## src/hdl/pbch_rdm_pkg.sv

```systemverilog
// ----------------------------------------------------------------------------
// pbch_rdm_pkg
// types, constants and helpers of the pbch resource element demapper
// ----------------------------------------------------------------------------
package pbch_rdm_pkg;

    localparam int FFT_SIZE = 512;
    localparam int FFT_BITS = $clog2(FFT_SIZE);
    localparam int CELL_ID_W = 10;

    // band edges, in bins and subcarriers
    localparam logic [8:0] PBCH_HALF       = 9'd120;
    localparam logic [8:0] BAND_HIGH_START = 9'(FFT_SIZE - 120);
    localparam logic [7:0] MID_LOW_END     = 8'd48;
    localparam logic [7:0] MID_HIGH_START  = 8'd192;
    localparam logic [7:0] MID_GAP         = 8'd144;

    // per-symbol list bases
    localparam logic [8:0] DMRS_BASE_SYM1 = 9'd60;
    localparam logic [8:0] DATA_BASE_SYM1 = 9'd180;
    localparam logic [8:0] DMRS_BASE_SYM2 = 9'd84;
    localparam logic [8:0] DATA_BASE_SYM2 = 9'd252;

    // list lengths
    localparam logic [8:0] DMRS_COUNT = 9'd144;
    localparam logic [8:0] DATA_COUNT = 9'd432;

    // symbol codes
    localparam logic [1:0] SYM_FIRST  = 2'd0;
    localparam logic [1:0] SYM_MID    = 2'd1;
    localparam logic [1:0] SYM_THIRD  = 2'd2;
    localparam logic [1:0] SYM_UNUSED = 2'd3;

    typedef struct packed {
        logic [1:0]          symbol;
        logic [8:0]          fft_position;
        logic signed [15:0]  sample_real;
        logic signed [15:0]  sample_imag;
    } t_in_beat;

    typedef struct packed {
        logic                is_dmrs;
        logic [8:0]          out_index;
        logic signed [15:0]  out_real;
        logic signed [15:0]  out_imag;
    } t_out_beat;

    function automatic logic [FFT_BITS-1:0] bit_rev(input logic [FFT_BITS-1:0] x);
        logic [FFT_BITS-1:0] r;
        for (int i = 0; i < FFT_BITS; i++) begin
            r[i] = x[FFT_BITS-1-i];
        end
        return r;
    endfunction

endpackage

```

## src/hdl/pbch_rdm_map.sv

```systemverilog
// ----------------------------------------------------------------------------
// pbch_rdm_map
// maps one registered sample to its dmrs or data list slot
// ----------------------------------------------------------------------------
module pbch_rdm_map (
    input  pbch_rdm_pkg::t_in_beat  i_beat,
    input  logic [1:0]              i_shift,
    output logic                    o_keep,
    output pbch_rdm_pkg::t_out_beat o_beat
);

    logic [8:0] bin;
    logic [7:0] sc;
    logic [7:0] sc_k;
    logic       in_band;
    logic       mid_keep;
    logic       sym_ok;
    logic [8:0] dmrs_base;
    logic [8:0] data_base;
    logic [8:0] before_sum;
    logic [5:0] dmrs_before;
    logic       dmrs;

    always_comb begin
        bin = pbch_rdm_pkg::bit_rev(i_beat.fft_position);

        // upper band edge first, then the low bins after dc
        if (bin >= pbch_rdm_pkg::BAND_HIGH_START) begin
            in_band = 1'b1;
            sc      = 8'(bin - pbch_rdm_pkg::BAND_HIGH_START);
        end else if (bin < pbch_rdm_pkg::PBCH_HALF) begin
            in_band = 1'b1;
            sc      = 8'(bin + pbch_rdm_pkg::PBCH_HALF);
        end else begin
            in_band = 1'b0;
            sc      = 8'd0;
        end

        sc_k     = sc;
        mid_keep = 1'b1;
        sym_ok   = 1'b1;
        unique case (i_beat.symbol)
            pbch_rdm_pkg::SYM_FIRST: begin
                dmrs_base = 9'd0;
                data_base = 9'd0;
            end
            pbch_rdm_pkg::SYM_MID: begin
                dmrs_base = pbch_rdm_pkg::DMRS_BASE_SYM1;
                data_base = pbch_rdm_pkg::DATA_BASE_SYM1;
                // middle symbol: sss occupies the center, close the gap
                if (sc < pbch_rdm_pkg::MID_LOW_END) begin
                    sc_k = sc;
                end else if (sc >= pbch_rdm_pkg::MID_HIGH_START) begin
                    sc_k = sc - pbch_rdm_pkg::MID_GAP;
                end else begin
                    mid_keep = 1'b0;
                end
            end
            pbch_rdm_pkg::SYM_THIRD: begin
                dmrs_base = pbch_rdm_pkg::DMRS_BASE_SYM2;
                data_base = pbch_rdm_pkg::DATA_BASE_SYM2;
            end
            pbch_rdm_pkg::SYM_UNUSED: begin
                dmrs_base = 9'd0;
                data_base = 9'd0;
                sym_ok    = 1'b0;
            end
        endcase

        // dmrs count strictly below sc_k
        before_sum  = {1'b0, sc_k} + 9'd3 - {7'd0, i_shift};
        dmrs_before = 6'(before_sum >> 2);
        dmrs        = (sc_k[1:0] == i_shift);

        o_keep           = in_band && mid_keep && sym_ok;
        o_beat.is_dmrs   = dmrs;
        o_beat.out_index = dmrs ? (dmrs_base + {3'd0, dmrs_before})
                                : (data_base + {1'b0, sc_k - {2'd0, dmrs_before}});
        o_beat.out_real  = i_beat.sample_real;
        o_beat.out_imag  = i_beat.sample_imag;
    end

endmodule

```

## src/hdl/pbch_resource_element_demapper_unit.sv

```systemverilog
// ----------------------------------------------------------------------------
// pbch_resource_element_demapper_unit
// pbch resource element demapper for the ss/pbch block
// ----------------------------------------------------------------------------
// Takes one fft output sample per beat, with its bit-reversed buffer position
// and pbch symbol number, and sends on at most one beat: the sample tagged as
// dmrs or pbch data and indexed in its list (dmrs 0..143, data 0..431).
// Samples outside the pbch band, in the sss gap of the middle symbol or with
// symbol code 3 give no output beat. Throughput is one beat per cycle while
// the output is not stalled; an accepted sample passes through the input
// register, then the mapping logic, then the output register, and is held
// back only while the output is stalled. The cell id register may only be
// written while no beat is in flight; only its value mod 4 is kept.
// ----------------------------------------------------------------------------
module pbch_resource_element_demapper_unit (
    input  logic                                  i_clk,
    input  logic                                  i_rst_n,
    // configuration
    input  logic                                  i_cfg_we,
    input  logic [pbch_rdm_pkg::CELL_ID_W-1:0]    i_cfg_data,
    // sample input
    input  logic                                  i_in_valid,
    output logic                                  o_in_ready,
    input  pbch_rdm_pkg::t_in_beat                i_in_data,
    // demapped output
    output logic                                  o_out_valid,
    input  logic                                  i_out_ready,
    output pbch_rdm_pkg::t_out_beat               o_out_data
);

    // dmrs subcarrier shift, cell id mod 4
    logic [1:0]              r_shift;

    // input stage
    logic                    r_s1_valid;
    logic                    n_s1_valid;
    pbch_rdm_pkg::t_in_beat  r_s1_beat;

    // output stage
    logic                    r_out_valid;
    logic                    n_out_valid;
    pbch_rdm_pkg::t_out_beat r_out_beat;

    logic                    map_keep;
    pbch_rdm_pkg::t_out_beat map_beat;
    logic                    out_free;
    logic                    s1_move;
    logic                    in_take;

    pbch_rdm_map u_map (
        .i_beat (r_s1_beat),
        .i_shift(r_shift),
        .o_keep (map_keep),
        .o_beat (map_beat)
    );

    // output register empty or draining this cycle
    assign out_free = !r_out_valid || i_out_ready;
    // the input stage moves on when the output can take it; dropped beats
    // follow the same rule so the stage control stays simple
    assign s1_move  = r_s1_valid && out_free;
    assign o_in_ready = !r_s1_valid || out_free;
    assign in_take  = i_in_valid && o_in_ready;

    always_comb begin
        n_s1_valid = in_take ? 1'b1 : (s1_move ? 1'b0 : r_s1_valid);
        if (out_free) begin
            n_out_valid = s1_move && map_keep;
        end else begin
            n_out_valid = r_out_valid;
        end
    end

    always_ff @(posedge i_clk) begin
        if (!i_rst_n) begin
            r_shift     <= 2'd0;
            r_s1_valid  <= 1'b0;
            r_out_valid <= 1'b0;
        end else begin
            if (i_cfg_we) begin
                r_shift <= i_cfg_data[1:0];
            end
            r_s1_valid  <= n_s1_valid;
            r_out_valid <= n_out_valid;
        end
    end

    // payload registers, no reset
    always_ff @(posedge i_clk) begin
        if (in_take) begin
            r_s1_beat <= i_in_data;
        end
        if (out_free && s1_move) begin
            r_out_beat <= map_beat;
        end
    end

    assign o_out_valid = r_out_valid;
    assign o_out_data  = r_out_beat;

endmodule

```

## config.mk

```make
export PLATFORM = sky130hd
export DESIGN_NAME = pbch_resource_element_demapper_unit
export DESIGN_NICKNAME = d
export VERILOG_FILES = /design/src/hdl/pbch_rdm_pkg.sv /design/src/hdl/pbch_rdm_map.sv /design/src/hdl/pbch_resource_element_demapper_unit.sv
export SDC_FILE = /design/constraint.sdc
export NUM_CORES = 1
export LEC_CHECK = 0
export ABC_CLOCK_PERIOD_IN_PS = 8800
export BUFFER_PORTS_ARGS = -buffer_cell sky130_fd_sc_hd__clkbuf_2
export CORE_ASPECT_RATIO = 1.75
export CORE_MARGIN = 3
export CORE_UTILIZATION = 47
export CTS_BUF_LIST = sky130_fd_sc_hd__clkbuf_2
export DETAILED_ROUTE_END_ITERATION = 16
export PLACE_DENSITY = 0.71
export SLEW_MARGIN = 20
export SYNTH_ARGS = -nofsm -noshare
export SYNTH_HDL_FRONTEND = slang
export SYNTH_HIERARCHICAL = 1
export SYNTH_SLANG_ARGS = --single-unit
```

## constraint.sdc

```tcl
create_clock -name i_clk -period 8.8 [get_ports i_clk]
set_clock_uncertainty 0.2 [all_clocks]
set_input_delay 1.76 -clock i_clk [delete_from_list [all_inputs] [get_ports i_clk]]
set_output_delay 1.76 -clock i_clk [all_outputs]
set_load 0.1 [all_outputs]
```

==> metrics.csv, run 1 <==
stage,metric,value,unit
drt,drc,0,
synthesis,async_reset_ff_frac,0,
worst_setup_path,endpoint_kind,flop,
sta,setup_viol,0,
clocking,cts_tree,built,
drt,vias_per_cell,5.14,
worst_setup_path,critPathRequiredTime,8.90,ns
drt,final_antenna_net_count,0,
sta,fin_crit,7.06,ns
drt,drt-pass1-iter-count,4,
synthesis,synth_cells,348,
final_layout,drive_gt1_frac,0.297,
pwr,total_leakage_power,2.15,nW
sta,fmax,142,MHz
synthesis,avgSynthCellArea,13.3,sq um
outcome,run_status,finished clean,
sta,whs,0.242,ns
clocking,htree_levels,3,
clocking,cts_buffers,9,
worst_setup_path,worst-setup-path-type,flop to flop,
floorplanning,num_rows,47,
worst_setup_path,critPathMaxStageDelay,0.52,ns
worst_setup_path,critPathBufInv,3,
worst_setup_path,reg2reg_depth,22,
pwr,powerDensity,227,nW/um^2
placed_design,finalWeightedCongestion,0.823,
synthesis,synth_area,4620,sq um
worst_setup_path,worstSetupStartpoint,r_s1_beat[37],
synthesis,netlist_top_cells_area,"edfxtp_1 (55%), ha_1 (7.6%), buf_4 (5.4%), xnor2_1 (2.5%), inv_1 (2.4%)",
sta,period_share,0.802,
drt,wl_per_cell,14.5,microns
drt,via_count,2771,
floorplanning,initial_core_util,0.485,
synthesis,synth.most_common_cell,edfxtp_1,
placed_design,dp_hpwl,5990,microns
clocking,cts_setup_buffers,0,
grt,grt_pass1_vias,2706,
worst_setup_path,crit_path_top_delay_cell,edfxtp_1,
worst_setup_path,ff2ff_setup_slack,1.74,ns
synthesis,synth_nets,438,
sta,setup_tns,0,ns
synthesis,yosys.area.top_type,edfxtp_1,
pwr,ir_worst_vdd,0.159,mV
synthesis,synth_edf_count,85,
placed_design,io_buffer_count,93,
synthesis,synth.distinct_cells,64,
sta,slew_headroom,0.382,
worst_setup_path,critical_path.max_fanout,8,
grt,antenna_found_initial,0,
grt,grt_max_degree,44,
worst_setup_path,startpoint_type,flop,
min_path,hold_path.class,flop to flop,
final_layout,num-fill-cells,837,
clocking,clock_latency,0.53,ns
worst_setup_path,worst-endpoint-arrival,7.16,ns
floorplanning,fp.dieArea,11100,sq um
worst_setup_path,worstReg2RegStart,r_s1_beat[37],
floorplanning,dieWidth,81.0,microns
grt,grt_pass1_wl,12100,microns
synthesis,synth_ff_type,edfxtp_1,
synthesis,netlist_top_cells_count,"edfxtp_1 (85), buf_4 (33), inv_1 (30)",
clocking,postCtsHoldBufs,0,
min_path,min_to,o_out_data[5],
drt,drt-total-wl,7810,microns
floorplanning,num_io_pins,102,
clocking,clk_path_buf_depth,2,
synthesis,synth-seq-cells,89,
sta,rsz0062_at_grt,false,
worst_setup_path,r2r_end,o_out_data[38],
synthesis,synth_top_area_share,0.552,
sta,hold_violations,0,
worst_setup_path,crit_family,compound AO/OA/AOI/OAI gates,
min_path,min_from,r_s1_beat[5],
clocking,cts.sinks,89,
run,cap_violations,0,
clocking,path_clk_slew,0.24,ns
clocking,cts-root-buf,clkbuf_2,
grt,grt_use_total,0.143,
min_path,holdPathStages,0,
final_layout,antenna_cells,0,
grt,overflow,0,
synthesis,ys_seq_area_frac,0.569,
worst_setup_path,crit_cells,22,
final_layout,area_growth,10.1,%
worst_setup_path,crit_top_cell,ha_1,
synthesis,ys_warn_count,6,
clocking,cts_resized,0,
floorplanning,core,9530,sq um
final_layout,nets,502,
sta,worst_pin_slew,0.928,ns
drt,drt_iter0_markers,88,
sta,drv_slew,0,
floorplanning,fp.dieH,137,microns
worst_setup_path,path_cells,"inv_1, ha_1, nor3b_1, o21ai_1, nor2_2, and2b_1, ha_1, a311oi_4, inv_1, ha_1, xnor2_1, inv_1, ha_1, a21oi_1, mux2i_1, o32a_1, a41oi_1, xnor2_1, ha_1, xnor2_1, a221oi_1, nand2_1",
per-layer routing:
metal  global-route usage  up-vias  part of all wire
li1                     -     1364                 -
met1                0.154     1298              0.38
met2                0.261       90              0.55
met3               0.0301       19             0.053
met4               0.0648        0             0.021
met5                    0        -                 0
placed cells by master (no fill, tap or decap), types with 2 or more instances in the layout:
cell type,n
a31oi_1,4
inv_1,30
clkinv_1,2
a41oi_1,2
and2_1,5
clkinvlp_4,2
or3_1,2
nand4_1,2
ha_1,28
edfxtp_1,85
a311oi_1,2
dfxtp_1,4
a21oi_1,12
nand2b_1,3
a221oi_1,2
clkbuf_2,103
o21ai_0,6
a2111oi_0,2
and2b_1,2
mux2i_1,11
xor2_1,9
mux2_2,3
fa_1,4
nand2_1,18
xnor2_1,13
o32a_1,2
nor3b_1,3
o21bai_1,2
nand3_1,4
nor2_1,5
nor3_1,3
nor2b_1,3
a21o_1,4
area by class of cell:
class	count	area, sq um	share of cell area
Timing Repair Buffer	93	465	0.0914
Tap cell	122	153	0.0300
Clock buffer	10	50.0	0.00983
Inverter	32	120	0.0236
Clock inverter	6	78.8	0.0155
Sequential cell	89	2630	0.517
Multi-Input combinational cell	187	1590	0.312
cell families after synthesis:
family,synth area share
flip-flops,0.569
buffers and inverters,0.0869
AND/OR/NAND/NOR,0.0839
AO/OA/AOI/OAI,0.0904
adder cells (fa/ha/maj),0.0931
XOR/XNOR,0.0452
multiplexers,0.0311
report_power, final:
part | leakage, nW | switching [W] | internal [W] | total (W)
clock network | 0.0715 | 0.000138 | 0.0000705 | 0.000208
logic | 1.23 | 0.000286 | 0.000147 | 0.000433
registers | 0.848 | 0.0000104 | 0.000504 | 0.000514
state kept, by name, indices dropped and copies added (netlist names):
register     count
o_out_valid      1
r_shift          2
o_out_data      42
r_s1_beat       43
r_s1_valid       1
worst reg2reg max path, stage by stage (launching register included):
cell and delay (ns):
edfxtp_1 0.52, inv_1 0.17, ha_1 0.25, nor3b_1 0.46
o21ai_1 0.32, nor2_2 0.40, and2b_1 0.25, ha_1 0.34
a311oi_4 0.51, inv_1 0.14, ha_1 0.36, xnor2_1 0.39
inv_1 0.09, ha_1 0.33, a21oi_1 0.38, mux2i_1 0.14
o32a_1 0.30, a41oi_1 0.25, xnor2_1 0.21, ha_1 0.31
xnor2_1 0.14, a221oi_1 0.31, nand2_1 0.08
worst max-delay path by stage:
stage | endpoint | slack (ns)
2_1_floorplan | o_out_data[38] | 2.70
3_3_place_gp | o_out_data[38] | 2.09
3_5_place_dp | o_out_data[38] | 1.83
4_1_cts | o_out_data[38] | 1.78
5_1_grt | o_out_data[38] | 1.25
6_report | o_out_data[38] | 1.74
stage by stage:
| step | util | total power [W] | std cells | instance area (sq um) | worst slack (ns) |
|---|---|---|---|---|---|
| 5_1_grt | 0.534 | 0.00122 | 539 | 5090 | 1.25 |
| 2_1_floorplan | - | 0.000888 | 348 | 4620 | 2.70 |
| 3_3_place_gp | 0.521 | 0.000940 | 523 | 4960 | 2.09 |
| 3_5_place_dp | 0.521 | 0.000955 | 523 | 4960 | 1.83 |
| 4_1_cts | 0.534 | 0.00116 | 539 | 5090 | 1.78 |
| 6_report | 0.534 | 0.00116 | 539 | 5090 | 1.74 |
Power figures use the tool's default switching activity.
==> run 2: changes to the inputs <==
--- a/config.mk
+++ b/config.mk
@@ -5,7 +5,7 @@
 export SDC_FILE = /design/constraint.sdc
 export NUM_CORES = 1
 export LEC_CHECK = 0
-export ABC_CLOCK_PERIOD_IN_PS = 8800
+export ABC_CLOCK_PERIOD_IN_PS = 6740
 export BUFFER_PORTS_ARGS = -buffer_cell sky130_fd_sc_hd__clkbuf_2
 export CORE_ASPECT_RATIO = 1.75
 export CORE_MARGIN = 3
==> constraint.sdc (replaced) <==
create_clock -name i_clk -period 6.74 [get_ports i_clk]
set_clock_uncertainty 0.2 [all_clocks]
set_input_delay 1.348 -clock i_clk [delete_from_list [all_inputs] [get_ports i_clk]]
set_output_delay 1.348 -clock i_clk [all_outputs]
set_load 0.1 [all_outputs]
==> run 2 against run 1 <==
Effect of this change:
- combinational power grew 30%
- cell area grew 0.47%
- register-to-register slack lost 1.1 ns
- total power grew 29%
- maximum frequency grew 16%
- sequential cell count is the same
- die area is the same
- clock power grew 26%
- sequential share of layout area shrank 0.24 points
- via count shrank 1.6%
- critical path type unchanged
- largest power group unchanged
==> metrics.csv, run 2 (synthesis results as in run 1) <==
stage,metric,value,unit,change
final_layout,layout_common_cells,"clkbuf_2 (102), edfxtp_1 (85), inv_1 (30)",,
grt,grt_pass1_wl,12000,microns,-0.52%
clocking,cts.sinks,89,,unchanged
worst_setup_path,critical_path.max_fanout,8,,unchanged
sta,fmax,164,MHz,+16%
sta,worst_pin_slew,0.918,ns,-0.00961 ns
run,cap_violations,0,,unchanged
worst_setup_path,critPathMaxStageDelay,0.51,ns,about the same
grt,overflow,0,,unchanged
final_layout,regMostFlops,r_s1_beat,,
sta,setup_viol,0,,unchanged
grt,grt_use_total,0.141,,-0.00204
worst_setup_path,reg2reg_depth,24,,+9.1%
worst_setup_path,worstReg2RegStart,r_s1_beat[37],,
floorplanning,num_rows,47,,unchanged
worst_setup_path,r2r_end,o_out_data[38],,
sta,slew_headroom,0.388,,+0.00641
pwr,total_leakage_power,2.17,nW,+0.81%
final_layout,num-fill-cells,845,,+0.96%
sta,rsz0062_at_grt,false,,
final_layout,area_growth,10.6,%,
placed_design,dp_hpwl,5940,microns,-0.90%
clocking,clock_latency,0.48,ns,-0.05 ns
worst_setup_path,ff2ff_setup_slack,0.63,ns,-1.11 ns
drt,via_count,2726,,-1.6%
worst_setup_path,crit_path_top_delay_cell,edfxtp_1,,
outcome,run_status,finished clean,,
floorplanning,fp.dieArea,11100,sq um,unchanged
min_path,holdPathStages,0,,unchanged
min_path,hold_path.class,flop to flop,,
pwr,powerDensity,292,nW/um^2,+29%
floorplanning,fp.dieH,137,microns,unchanged
drt,drt-total-wl,7600,microns,-2.7%
sta,drv_slew,0,,unchanged
floorplanning,num_io_pins,102,,unchanged
clocking,cts_buffers,9,,unchanged
final_layout,nets,505,,+0.60%
drt,drt_iter0_markers,126,,+43%
clocking,cts_setup_buffers,0,,unchanged
clocking,clk_path_buf_depth,2,,unchanged
clocking,htree_levels,3,,unchanged
final_layout,largest_reg_flops,43,,unchanged
worst_setup_path,endpoint_kind,flop,,
drt,drt-pass1-iter-count,4,,unchanged
placed_design,dpl_cell_area,4980,sq um,+0.45%
drt,drc,0,,unchanged
floorplanning,core,9530,sq um,unchanged
clocking,cts_tree,built,,
min_path,min_from,r_s1_beat[31],,
sta,hold_violations,0,,unchanged
worst_setup_path,critPathBufInv,2,,-1
final_layout,fin_area,5110,sq um,+0.47%
worst_setup_path,worst-setup-path-type,flop to flop,,
grt,grt_pass1_vias,2611,,-3.5%
grt,grt_max_degree,44,,unchanged
min_path,min_to,o_out_data[31],,
final_layout,mostFrequentLayoutCell,clkbuf_2,,
floorplanning,initial_core_util,0.485,,unchanged
worst_setup_path,startpoint_type,flop,,
clocking,cts-root-buf,clkbuf_2,,
floorplanning,dieWidth,81.0,microns,unchanged
placed_design,finalWeightedCongestion,0.797,,-3.2%
final_layout,drive_gt1_frac,0.302,,+0.00502
worst_setup_path,crit_top_cell,ha_1,,
clocking,postCtsHoldBufs,0,,unchanged
sta,period_share,0.906,,+0.104
grt,antenna_found_initial,0,,unchanged
worst_setup_path,path_cells,"inv_1, ha_1, nor3b_2, o21ai_1, and2_1, ha_1, nand2_1, fa_1, xnor2_1, inv_1, ha_1, nor2b_1, o21ai_0, nand2b_1, a21oi_1, mux2i_1, o32ai_1, a211oi_1, xor2_1, ha_1, a21oi_1, xnor2_1, a221oi_1, nand2_1",,
final_layout,antenna_cells,0,,unchanged
worst_setup_path,critPathRequiredTime,6.80,ns,-2.10 ns
clocking,path_clk_slew,0.23,ns,about the same
placed_design,io_buffer_count,93,,unchanged
worst_setup_path,crit_family,compound AO/OA/AOI/OAI gates,,
sta,fin_crit,6.11,ns,-0.952 ns
drt,wl_per_cell,14.0,microns,-3.2%
worst_setup_path,worst-endpoint-arrival,6.16,ns,-1.00 ns
drt,final_antenna_net_count,0,,unchanged
sta,setup_tns,0,ns,unchanged
drt,vias_per_cell,5.03,,-2.2%
pwr,ir_worst_vdd,0.172,mV,+8.0%
clocking,cts_resized,0,,unchanged
## run 2: cell types whose count changed in the layout (fill, tap and decap cells not counted)
cell / before / now
clkinv_2: 0 / 1
buf_4: 0 / 3
clkinv_1: 2 / 3
nor3b_2: 0 / 1
clkinvlp_4: 2 / 1
clkbuf_2: 103 / 102
nor3b_1: 3 / 2
## run 2: layout make-up
type / instances / area (sq um) / share of cell area
multi-input combinational: 187 / 1600 / 0.312
timing repair buffer: 96 / 488 / 0.0954
sequential: 89 / 2630 / 0.515
clock inverter: 7 / 80.1 / 0.0157
inverter: 32 / 120 / 0.0235
clock buffer: 9 / 45.0 / 0.00881
tap: 122 / 153 / 0.0299
## run 2: metal layers
metal / global-route usage / vias up / share of wire
met5: 0 / - / 0
met4: 0.0517 / 0 / 0.018
met3: 0.0334 / 11 / 0.052
met2: 0.250 / 75 / 0.56
met1: 0.162 / 1265 / 0.37
li1: - / 1375 / -
## run 2: worst max path at each step
stage,from,endpoint,slack (ns),cells past startpoint
global placement,r_s1_beat[37],o_out_data[38],0.63,22
detailed placement,r_s1_beat[37],o_out_data[38],0.51,22
finish,r_s1_beat[37],o_out_data[38],0.63,24
CTS,r_s1_beat[37],o_out_data[38],0.46,24
floorplan,r_s1_beat[37],o_out_data[38],0.64,22
global route,r_s1_beat[37],o_out_data[38],0.23,24
## run 2: report_power, final
group          leakage [nW]  internal, W  total [W]  switching (W)
logic                  1.24     0.000194   0.000563       0.000369
clock network        0.0727    0.0000889   0.000262       0.000173
registers             0.848     0.000658   0.000670      0.0000126
total                  2.17     0.000941    0.00150       0.000555
## run 2: per-stage QoR
step / total power [W] / instances / setup slack, ns / utilization / hold WS (ns)
after detailed placement: 0.00125 / 526 / 0.512 / 0.523 / 0.205
final: 0.00150 / 542 / 0.633 / 0.537 / 0.238
after global placement: 0.00123 / 526 / 0.629 / 0.523 / 0.200
after CTS: 0.00151 / 542 / 0.460 / 0.536 / 0.242
after floorplan: 0.00116 / 348 / 0.644 / - / 0.277
after global routing: 0.00159 / 542 / 0.226 / 0.537 / 0.250
==> run 3: changes to the inputs <==
--- a/config.mk
+++ b/config.mk
@@ -6,12 +6,13 @@
 export NUM_CORES = 1
 export LEC_CHECK = 0
 export ABC_CLOCK_PERIOD_IN_PS = 6740
-export BUFFER_PORTS_ARGS = -buffer_cell sky130_fd_sc_hd__clkbuf_2
+export BUFFER_PORTS_ARGS = -buffer_cell sky130_fd_sc_hd__buf_2
 export CORE_ASPECT_RATIO = 1.75
 export CORE_MARGIN = 3
 export CORE_UTILIZATION = 47
 export CTS_BUF_LIST = sky130_fd_sc_hd__clkbuf_2
 export DETAILED_ROUTE_END_ITERATION = 16
+export GPL_ROUTABILITY_DRIVEN = 0
 export PLACE_DENSITY = 0.71
 export SLEW_MARGIN = 20
 export SYNTH_ARGS = -nofsm -noshare
==> run 3 against run 2 <==
Effect of this change:
- setup slack lost 0.047 ns
- clock-buffer cell count is the same
- register-to-register slack lost 0.05 ns
- routed wire length shrank 1.2%
- total power shrank 1.8%
- largest power group unchanged
- sequential power is essentially flat
- first-iteration DRC count shrank 29%
- cell area shrank 0.27%
- sequential share of layout area grew 0.14 points
- global-route usage shrank 0.27 points
- highest routed layer unchanged
- critical path type unchanged
- cell count grew 0.18%
- critical endpoint unchanged
- utilization shrank 0.14 points
==> metrics.csv, run 3 (synthesis results as in run 1) <==
stage,metric,value,unit,change
floorplanning,initial_core_util,0.485,,unchanged
drt,vias_per_cell,4.97,,-1.1%
sta,fmax,162,MHz,-0.77%
pwr,swShare,0.381,,+0.00971
pwr,ir_worst_vdd,0.189,mV,+9.8%
final_layout,regMostFlops,r_s1_beat,,
worst_setup_path,crit_family,adder cells,,
clocking,cts_setup_buffers,0,,unchanged
worst_setup_path,crit_path_top_delay_cell,edfxtp_1,,
final_layout,layout_common_cells,"buf_2 (93), edfxtp_1 (85), inv_1 (30)",,
worst_setup_path,critical_path.max_fanout,7,,-1
sta,fin_crit,6.15,ns,+0.0473 ns
pwr,p_int,0.000910,W,-3.3%
final_layout,final_util,0.535,,-0.00144
floorplanning,num_rows,47,,unchanged
clocking,postCtsHoldBufs,0,,unchanged
sta,drv_slew,0,,unchanged
floorplanning,core,9530,sq um,unchanged
pwr,powerDensity,288,nW/um^2,-1.6%
grt,antenna_found_initial,0,,unchanged
grt,grt_use_total,0.138,,-0.00273
worst_setup_path,worst-setup-path-type,flop to flop,,
clocking,cts_buffers,9,,unchanged
worst_setup_path,worst-endpoint-arrival,6.23,ns,+0.07 ns
floorplanning,dieWidth,81.0,microns,unchanged
floorplanning,fp.dieH,137,microns,unchanged
final_layout,drive_gt1_frac,0.304,,+0.00166
placed_design,io_buffer_count,93,,unchanged
grt,overflow,0,,unchanged
worst_setup_path,endpoint_kind,flop,,
clocking,cts_tree,built,,
sta,setup_tns,0,ns,unchanged
drt,wl_per_cell,13.8,microns,-1.4%
worst_setup_path,critPathMaxStageDelay,0.51,ns,about the same
final_layout,num-fill-cells,847,,+0.24%
run,cap_violations,0,,unchanged
drt,drt-pass1-iter-count,4,,unchanged
worst_setup_path,startpoint_type,flop,,
final_layout,antenna_cells,0,,unchanged
pwr,p_switching,0.000559,W,+0.75%
grt,grt_pass1_vias,2586,,-0.96%
pwr,power_frac_comb,0.385,,+0.009
clocking,cts_resized,0,,unchanged
sta,slew_headroom,0.380,,-0.00788
worst_setup_path,critPathRequiredTime,6.81,ns,about the same
drt,via_count,2701,,-0.92%
clocking,clock_latency,0.51,ns,+0.03 ns
sta,worst_pin_slew,0.930,ns,+0.0118 ns
pwr,total_leakage_power,2.14,nW,-1.1%
floorplanning,fp.dieArea,11100,sq um,unchanged
worst_setup_path,crit_top_cell,ha_1,,
clocking,htree_levels,3,,unchanged
sta,period_share,0.913,,+0.00701
drt,drt_iter0_markers,89,,-29%
min_path,hold_path.class,flop to flop,,
drt,drt-total-wl,7510,microns,-1.2%
drt,drc,0,,unchanged
pwr,pwr-share-clk,0.159,,-0.016
clocking,cts.sinks,89,,unchanged
sta,hold_violations,0,,unchanged
drt,final_antenna_net_count,0,,unchanged
clocking,cts-root-buf,clkbuf_2,,
placed_design,dp_hpwl,5840,microns,-1.6%
sta,rsz0062_at_grt,false,,
final_layout,largest_reg_flops,43,,unchanged
pwr,seqPwrFrac,0.456,,+0.008
grt,grt_max_degree,44,,unchanged
outcome,run_status,finished clean,,
final_layout,area_growth,10.3,%,
grt,grt_pass1_wl,11600,microns,-3.3%
sta,setup_viol,0,,unchanged
floorplanning,num_io_pins,102,,unchanged
worst_setup_path,critPathBufInv,3,,+1
final_layout,nets,506,,+0.20%
sta,setup_ws,0.586,ns,-0.0473 ns
final_layout,mostFrequentLayoutCell,buf_2,,
clocking,path_clk_slew,0.23,ns,about the same
clocking,clk_path_buf_depth,2,,unchanged
placed_design,place_ws,0.602,ns,+0.0904 ns
-- run 3: changes by cell type in the layout (fill, tap and decap cells not counted) --
cell and delta:
buf_2 +93, buf_4 +1, bufinv_16 -1, clkbuf_2 -93, inv_6 +2, nor3b_1 +1
clkinv_1 -1, nor3b_2 -1
-- run 3: path summary, 6_finish.rpt --
check,end,from,slack (ns),cells past startpoint
worst max-delay path,o_out_data[38],r_s1_beat[37],0.59,25
worst min-delay path,o_out_data[18],r_s1_beat[18],0.24,0
worst max register to register,o_out_data[38],r_s1_beat[37],0.59,25
worst min register to register,o_out_data[18],r_s1_beat[18],0.24,0
-- run 3: stage by stage --
step / instance area, sq um / cells / total power, W / hold slack (ns)
CTS: 5100 / 543 / 0.00148 / 0.236
detailed placement: 4990 / 527 / 0.00125 / 0.205
global route: 5100 / 543 / 0.00155 / 0.238
floorplan: 4620 / 348 / 0.00116 / 0.277
global placement: 4990 / 527 / 0.00123 / 0.200
finish: 5100 / 543 / 0.00147 / 0.236
-- run 3: power by group through the flow --
stage / clock [W] / sequential [W] / combinational (W)
after CTS: 0.000245 / 0.000670 / 0.000567
after global routing: 0.000266 / 0.000673 / 0.000614
after detailed placement: 0 / 0.000683 / 0.000564
final: 0.000234 / 0.000669 / 0.000565
after floorplan: 0 / 0.000827 / 0.000333
after global placement: 0 / 0.000681 / 0.000552
-- run 3: worst register-to-register path, stage by stage (launching register included) --
cell and delay, ns:
edfxtp_1 0.51, inv_1 0.17, ha_1 0.24, nor3b_1 0.42
o21ai_1 0.18, buf_4 0.18, and2_1 0.19, ha_1 0.32
nand2_1 0.08, fa_1 0.40, xnor2_1 0.33, inv_1 0.08
ha_1 0.27, nor2b_1 0.13, o21ai_0 0.15, nand2b_1 0.11
a21oi_1 0.31, mux2i_1 0.13, o32ai_1 0.24, a211oi_1 0.10
xor2_1 0.18, ha_1 0.33, a21oi_1 0.23, xnor2_1 0.10
a221oi_1 0.28, nand2_1 0.08
-- run 3: final cells by class --
cell class / instances / area [sq um] / share of cell area
sequential: 89 / 2630 / 0.516
clock buffer: 9 / 45.0 / 0.00883
clock inverter: 7 / 63.8 / 0.0125
multi-input combinational: 187 / 1590 / 0.312
tap: 122 / 153 / 0.0299
timing repair buffer: 97 / 495 / 0.0972
inverter: 32 / 120 / 0.0236
-- run 3: per-layer routing --
layer,global-route usage,wire length (microns),vias to the layer above
li1,-,-,1381
met1,0.156,2880,1237
met2,0.242,4100,72
met3,0.0321,382,11
met4,0.0648,152,0
met5,0,0,-
